`src/hdl/ffha_ram.sv`:
```
// Generic single-port synchronous RAM with a registered read port.
// Depends on nothing.
module ffha_ram #(
  parameter int WIDTH = 8,
  parameter int DEPTH = 16
) (
  input  logic                     clk,
  input  logic                     we,
  input  logic [$clog2(DEPTH)-1:0] addr,
  input  logic [WIDTH-1:0]         wdata,
  output logic [WIDTH-1:0]         rdata
);

  logic [WIDTH-1:0] mem [DEPTH];

  always_ff @(posedge clk) begin
    if (we) begin
      mem[addr] <= wdata;
    end
    rdata <= mem[addr];
  end

endmodule

```
`config.mk`:
```
export PLATFORM = sky130hd
export DESIGN_NAME = ffha_ram
export DESIGN_NICKNAME = d
export VERILOG_FILES = /design/src/hdl/ffha_ram.sv
export SDC_FILE = /design/constraint.sdc
export NUM_CORES = 1
export LEC_CHECK = 0
export BUFFER_PORTS_ARGS = -buffer_cell sky130_fd_sc_hd__buf_2
export CAP_MARGIN = 15
export CORE_MARGIN = 4
export CORE_UTILIZATION = 50
export DETAILED_ROUTE_END_ITERATION = 6
export PLACE_DENSITY = 0.63
export SETUP_SLACK_MARGIN = 0.4
export SLEW_MARGIN = 20
export SYNTH_ARGS = -nofsm -noshare
export SYNTH_HDL_FRONTEND = slang
export SYNTH_SLANG_ARGS = --single-unit
```
`constraint.sdc`:
```
create_clock -name clk -period 5.05 [get_ports clk]
set_input_delay 1.01 -clock clk [delete_from_list [all_inputs] [get_ports clk]]
set_output_delay 1.01 -clock clk [all_outputs]
set_load 0.01 [all_outputs]
```
==> results of run 1 <==
==> metrics by stage <==
stage | util, % | cells | total power [W] | hold WS [ns] | worst slack [ns]
floorplan | - | 230 | 0.001360 | 0.6349 | 2.547
global placement | 54.14 | 378 | 0.001409 | 0.6528 | 1.750
detailed placement | 54.14 | 378 | 0.001412 | 0.6720 | 1.692
CTS | 60.12 | 410 | 0.002616 | 0.6865 | 2.226
global route | 60.12 | 410 | 0.002683 | 0.7243 | 2.006
finish | 60.12 | 410 | 0.002593 | 0.6789 | 2.290
==> metal layers <==
layer	up-vias	global-route usage (%)	wire, microns
met4	0	6.312	127
li1	1030	-	-
met1	1203	25.33	4165
met3	12	4.914	460
met5	-	0	0
met2	61	29.17	4854
==> sequential cells by signal (all words and copies together) (netlist names) <==
| signal | flops |
|---|---|
| mem | 128 |
| rdata | 8 |
==> cell type report <==
class	instances	area, sq um
repair buffers	26	142.6
well taps	133	166.4
clock buffers	17	414.1
multi-input cells	83	1003
clock inverters	15	172.7
flip-flops and latches	136	4004
fillers	723	3916
==> power groups by stage <==
stage / Sequential, W / Clock [W] / Combinational (W)
2_1_floorplan: 0.00129 / 0 / 0.0000650
4_1_cts: 0.00127 / 0.00123 / 0.000120
6_report: 0.00127 / 0.00121 / 0.000117
5_1_grt: 0.00127 / 0.00128 / 0.000127
3_3_place_gp: 0.00129 / 0 / 0.000117
3_5_place_dp: 0.00129 / 0 / 0.000119
==> synthesized netlist by cell type, types with 4 or more instances <==
cell	instances	area share [%]
edfxtp_1	128	76
mux4_2	32	14
a22oi_1	16	2.4
nor2_1	13	0.96
nand2_1	9	0.67
dfxtp_1	8	3.2
buf_1	4	0.30
nor3_1	4	0.40
==> cell families (layout without fill, tap and decap cells) <==
group	after synthesis	after routing	share of synthesized area, %
flops	136	136	79.01
simple gates	35	35	3.210
mux	32	32	14.22
compound gates	16	16	2.370
buf+inv	11	58	1.185
==> path summary, 6_finish.rpt <==
path | cells after the start | endpoint | start
hold / removal | 3 | rdata[4] | mem[15][4]
setup reg to reg | 3 | rdata[5] | mem[3][5]
hold reg to reg | 3 | rdata[4] | mem[15][4]
setup / recovery | 4 | mem[11][2] | addr[0]
==> worst reg2reg max path, stage by stage, from the launching register on <==
cell      delay (ns)
edfxtp_1        0.37
mux4_2          0.49
a22oi_1         0.34
nand2_1         0.09
==> results by group, run 1 <==
Setup path
  – Worst path required time: roughly 5.2 ns
  – Critical-path cell list: buf_2, buf_4, nand2_1, nor2_1
  – CP max stage delay: 0.65 ns
  – CP top delay family: buffers and inverters
  – Critical path class: in -> reg
  – Worst setup EP type: flop
  – Worst setup SP type: input pin
  – WP buf/inv: 2
  – R2R Setup Slk: between 3 and 4 ns
  – CP max stage cell: nor2_1
  – Max Fanout on Critical Path: 26
  – Worst EP arrival: 2.89 ns

Floorplan
  – Number of I/O pins: 22
  – Core ar.: 9819 sq um
  – Initial Util: approximately half
  – Chip height: about 110 microns
  – Die width: 108.7 microns
  – Die ar.: between 10000 and 15000 sq um
  – Row count: 36

Finish
  – Commonest non-fill, non-tap cell in the layout: edfxtp_1
  – Layout Nets: ~280
  – Cell area after layout: between 5000 and 6000 sq um
  – Most frequent cells in the layout: edfxtp_1, mux4_2, buf_2
  – Share of layout cells above drive strength 1: 32.13%
  – Synth-to-Final Area Change: 16.49%
  – Ant diodes: 0

Timing
  – Clk_skew: roughly 0.0086 ns
  – Final min period: between 2 and 3 ns
  – Final Max Tran Viols: 0
  – RSZ-0062 raised after global routing: false
  – Endpoints failing hold: 0
  – Finish-stage setup viols: 0
  – Worst Tran Pin Value: approximately 0.92 ns
  – Setup TNS: 0 ns
  – Final period utilization: between 50% and 60%
  – Fmax: between 300 and 400 MHz
  – Worst relative slew slack: roughly two fifths

Logic synthesis
  – Post-synth cell types: 18
  – Post-synth ARST share: 0%
  – Mapped cell area: 5067 sq um
  – Sequential fraction of the synthesis area: between 70% and 80%
  – Avg Inst Size Synth: between 20 and 25 sq um
  – Number of flops mapped to enable cells by yosys: about 130
  – #FFs+latches synth: roughly 140
  – Syn_nets: approximately 240
  – Ys Warns: 0
  – Syn Inst Count: 230
  – Ys flop type: edfxtp_1

Clock network
  – Inserted Clock Buffers: 17
  – CTS clk-pin slew, worst paths: roughly 0.06 ns
  – # hold bufs at CTS: 0
  – CTS root buf: clkbuf_8
  – CTS tree: done
  – Post-CTS Resized: 0
  – Worst-Skew Late Latency: 0.51 ns
  – Setup Fix Bufs, Post-CTS: 0
  – CTS Buffer Depth: 2
  – Clock H-tree levels: 4
  – Clock sinks: approximately 140

Drt
  – WL per Instance: 23.43 microns
  – Post-Route WL: 9607 microns
  – Pre-antenna DRT Iters: 4
  – Via count: about 2.3k
  – DRC viols: 0
  – Iter 0 DRT Violations: roughly 190
  – Vias/cell: 5.624
  – Antenna Nets Post-Route: 0

Placement
  – IO Port Bufs: 21
  – Cell area after placement: approximately 5300 sq um
  – Final GP Congestion: around 0.77
  – Post-DP HPWL: roughly 6000 microns

Power and ir drop
  – Leakage power: ~1.9 nW
  – Int Pwr: 0.002060 W
  – Worst ir drop on vdd: ~0.23 mV
  – Sw frac: about a fifth
  – Pwr/cell area: 439.3 nW/um^2
  – Flop pwr share: 48.9%
  – Clk pwr share: a little under half
  – Logic gate share of total power: ~4.5%
  – NetSw: between 0.0005 and 0.0006 W

Global routing
  – Number of global-route vias before repair: ~2.5k
  – Total grt overflow: 0
  – GR Util All Layers: 18.49%
  – Largest net degree at the start of global routing: 40
  – First-pass GRT wire length: approximately 15000 microns
  – Antenna violations before repair: 0

Worst hold path
  – HP Class: reg -> reg

Run
  – MaxCap Viol Count: 0

Status
  – Status: finished clean
Power figures use the tool's default switching activity.
==> run 2: changes to the inputs <==
- PLACE_DENSITY: 0.63 -> 0.65
- clock period: 5.05 -> 2.3 ns (I/O delays scaled with it)
==> run 2 against run 1 <==
  * Utilization up 2.2 points
  * Non-clock buffer count increased by 22
  * Clock-buffer cell count did not move
  * Via count rose by 3.3%
  * Worst setup slack worse by 1.5 ns
  * Flip-flop and latch count is the same
  * Cell area increased by 3.6%
  * Cell count increased by 4.9%
  * Clock skew grew 0.0073 ns
  * First-iteration DRC count shrank 33%
  * Sequential share of layout area down 2.4 points
  * Power is 130% higher
  * Critical path type is now reg -> out
  * Largest cell class unchanged
  * Highest routed layer unchanged
==> results by group, run 2 (synthesized netlist as in run 1, its figures left out) <==
Clock network
  – Setup Fix Bufs, Post-CTS: 0
  – CTS Buffer Depth: 2
  – Worst-Skew Late Latency: between 0.5 and 0.6 ns
  – CTS root buf: clkbuf_8
  – CTS tree: done
  – CTS clk-pin slew, worst paths: roughly 0.060 ns
  – Inserted Clock Buffers: 17
  – Clock H-tree levels: 4
  – Clock sinks: 136
  – # hold bufs at CTS: 0
  – Post-CTS Resized: 0

Timing
  – Setup TNS: 0 ns
  – Final period utilization: about 65%
  – Final Max Tran Viols: 0
  – Clk_skew: between 0.015 and 0.02 ns
  – Fmax: between 600 and 700 MHz
  – Final min period: 1.486 ns
  – Worst relative slew slack: around half
  – Worst Tran Pin Value: between 0.7 and 0.8 ns
  – Endpoints failing hold: 0
  – RSZ-0062 raised after global routing: false
  – Finish-stage setup viols: 0
  – Hold slack: 0.3324 ns

Setup path
  – CP max stage delay: ~0.37 ns
  – Worst EP arrival: about 1.0 ns
  – Worst R2R Path Depth: 3
  – Worst path required time: approximately 1.8 ns
  – Max Fanout on Critical Path: 1
  – Critical path class: reg -> out
  – Worst R2R End: rdata[7]
  – WP buf/inv: 1
  – R2R Setup Slk: 0.92 ns
  – Worst setup EP type: output pin
  – CP top delay family: flip-flops
  – Critical-path cell list: buf_2
  – CP max stage cell: dfxtp_1
  – R2r startpoint: mem[11][7]
  – Worst setup SP type: flop

Placement
  – Post-DP HPWL: around 6100 microns
  – IO Port Bufs: 21
  – Final GP Congestion: 0.7306
  – Placed insts: 400

Worst hold path
  – Worst Hold End: mem[10][5]
  – HP Class: in -> reg
  – Hold path start: wdata[5]
  – Cell depth of the worst hold path: 1

Status
  – Status: finished clean

Finish
  – Max reg flops: between 100 and 150
  – Synth-to-Final Area Change: 20.72%
  – Most frequent cells in the layout: edfxtp_1, mux4_2, buf_4
  – Top reg by flops: mem
  – Final Core Density: between 60% and 70%
  – Share of layout cells above drive strength 1: roughly 37%
  – Commonest non-fill, non-tap cell in the layout: edfxtp_1
  – Final std cells w/o fill: 430
  – Top flop regs: mem x128, rdata x8
  – Ant diodes: 0
  – Layout Nets: 300

Global routing
  – Number of global-route vias before repair: ~2.5k
  – Met1 global-route usage: about 24%
  – Antenna violations before repair: 0
  – GR Util All Layers: about 18%
  – M3 GR Usage: under 10%
  – First-pass GRT wire length: approximately 15000 microns
  – Routing usage on met2: 28.73%
  – Largest net degree at the start of global routing: 28
  – Total grt overflow: 0
  – Most used routing layer: met2

Drt
  – Antenna Nets Post-Route: 0
  – Iter 0 DRT Violations: around 130
  – WL per Instance: roughly 22 microns
  – DRC viols: 0
  – Via count: 2383
  – Post-Route WL: 9453 microns
  – Pre-antenna DRT Iters: 4
  – Vias/cell: approximately 5.5

Floorplan
  – Number of I/O pins: 22
  – Core ar.: between 9000 and 10000 sq um
  – Row count: 36
  – Initial Util: 51.61%
  – Die ar.: approximately 12000 sq um
  – Die width: roughly 110 microns
  – Chip height: 108.7 microns

Power and ir drop
  – Leakage power: a little over 2 nW
  – Pwr/cell area: 958.5 nW/um^2
  – Worst ir drop on vdd: roughly 0.36 mV

Run
  – MaxCap Viol Count: 0
-- run 2: stage by stage --
step	cell area [sq um]	power [W]	setup WS, ns
2_1_floorplan	5072	0.002986	0.4019
3_5_place_dp	5499	0.003106	0.3557
5_1_grt	6117	0.006059	0.7657
6_report	6117	0.005863	0.8137
4_1_cts	6117	0.005902	0.7618
3_3_place_gp	5499	0.003101	0.3678
-- run 2: worst max-delay path by stage --
stage               slack, ns    endpoint     start  cells after the start
finish                   0.81    rdata[6]  rdata[6]                      1
global route             0.77    rdata[6]  rdata[6]                      1
CTS                      0.76    rdata[6]  rdata[6]                      1
detailed placement       0.36    rdata[0]   addr[1]                      5
global placement         0.37    rdata[6]   addr[1]                      5
floorplan                0.40  mem[12][0]   addr[1]                      3
-- run 2: power breakdown --
group,switching [W],internal (W)
combinational,0.000148,0.000113
clock,0.000960,0.00185
sequential,0.0000187,0.00277
total,0.00113,0.00474
-- run 2: area by class of cell --
| cell class | instances | area, sq um |
|---|---|---|
| flip-flops and latches | 136 | 4004 |
| fillers | 684 | 3702 |
| multi-input cells | 83 | 1008 |
| clock buffers | 17 | 414.1 |
| repair buffers | 48 | 320.3 |
| clock inverters | 13 | 203.9 |
| well taps | 133 | 166.4 |
-- run 2: layer usage --
layer  routed length (microns)  vias up
met4                       110        0
li1                          -     1073
met5                         0        -
met1                      4160     1242
met3                       398        6
met2                      4784       62
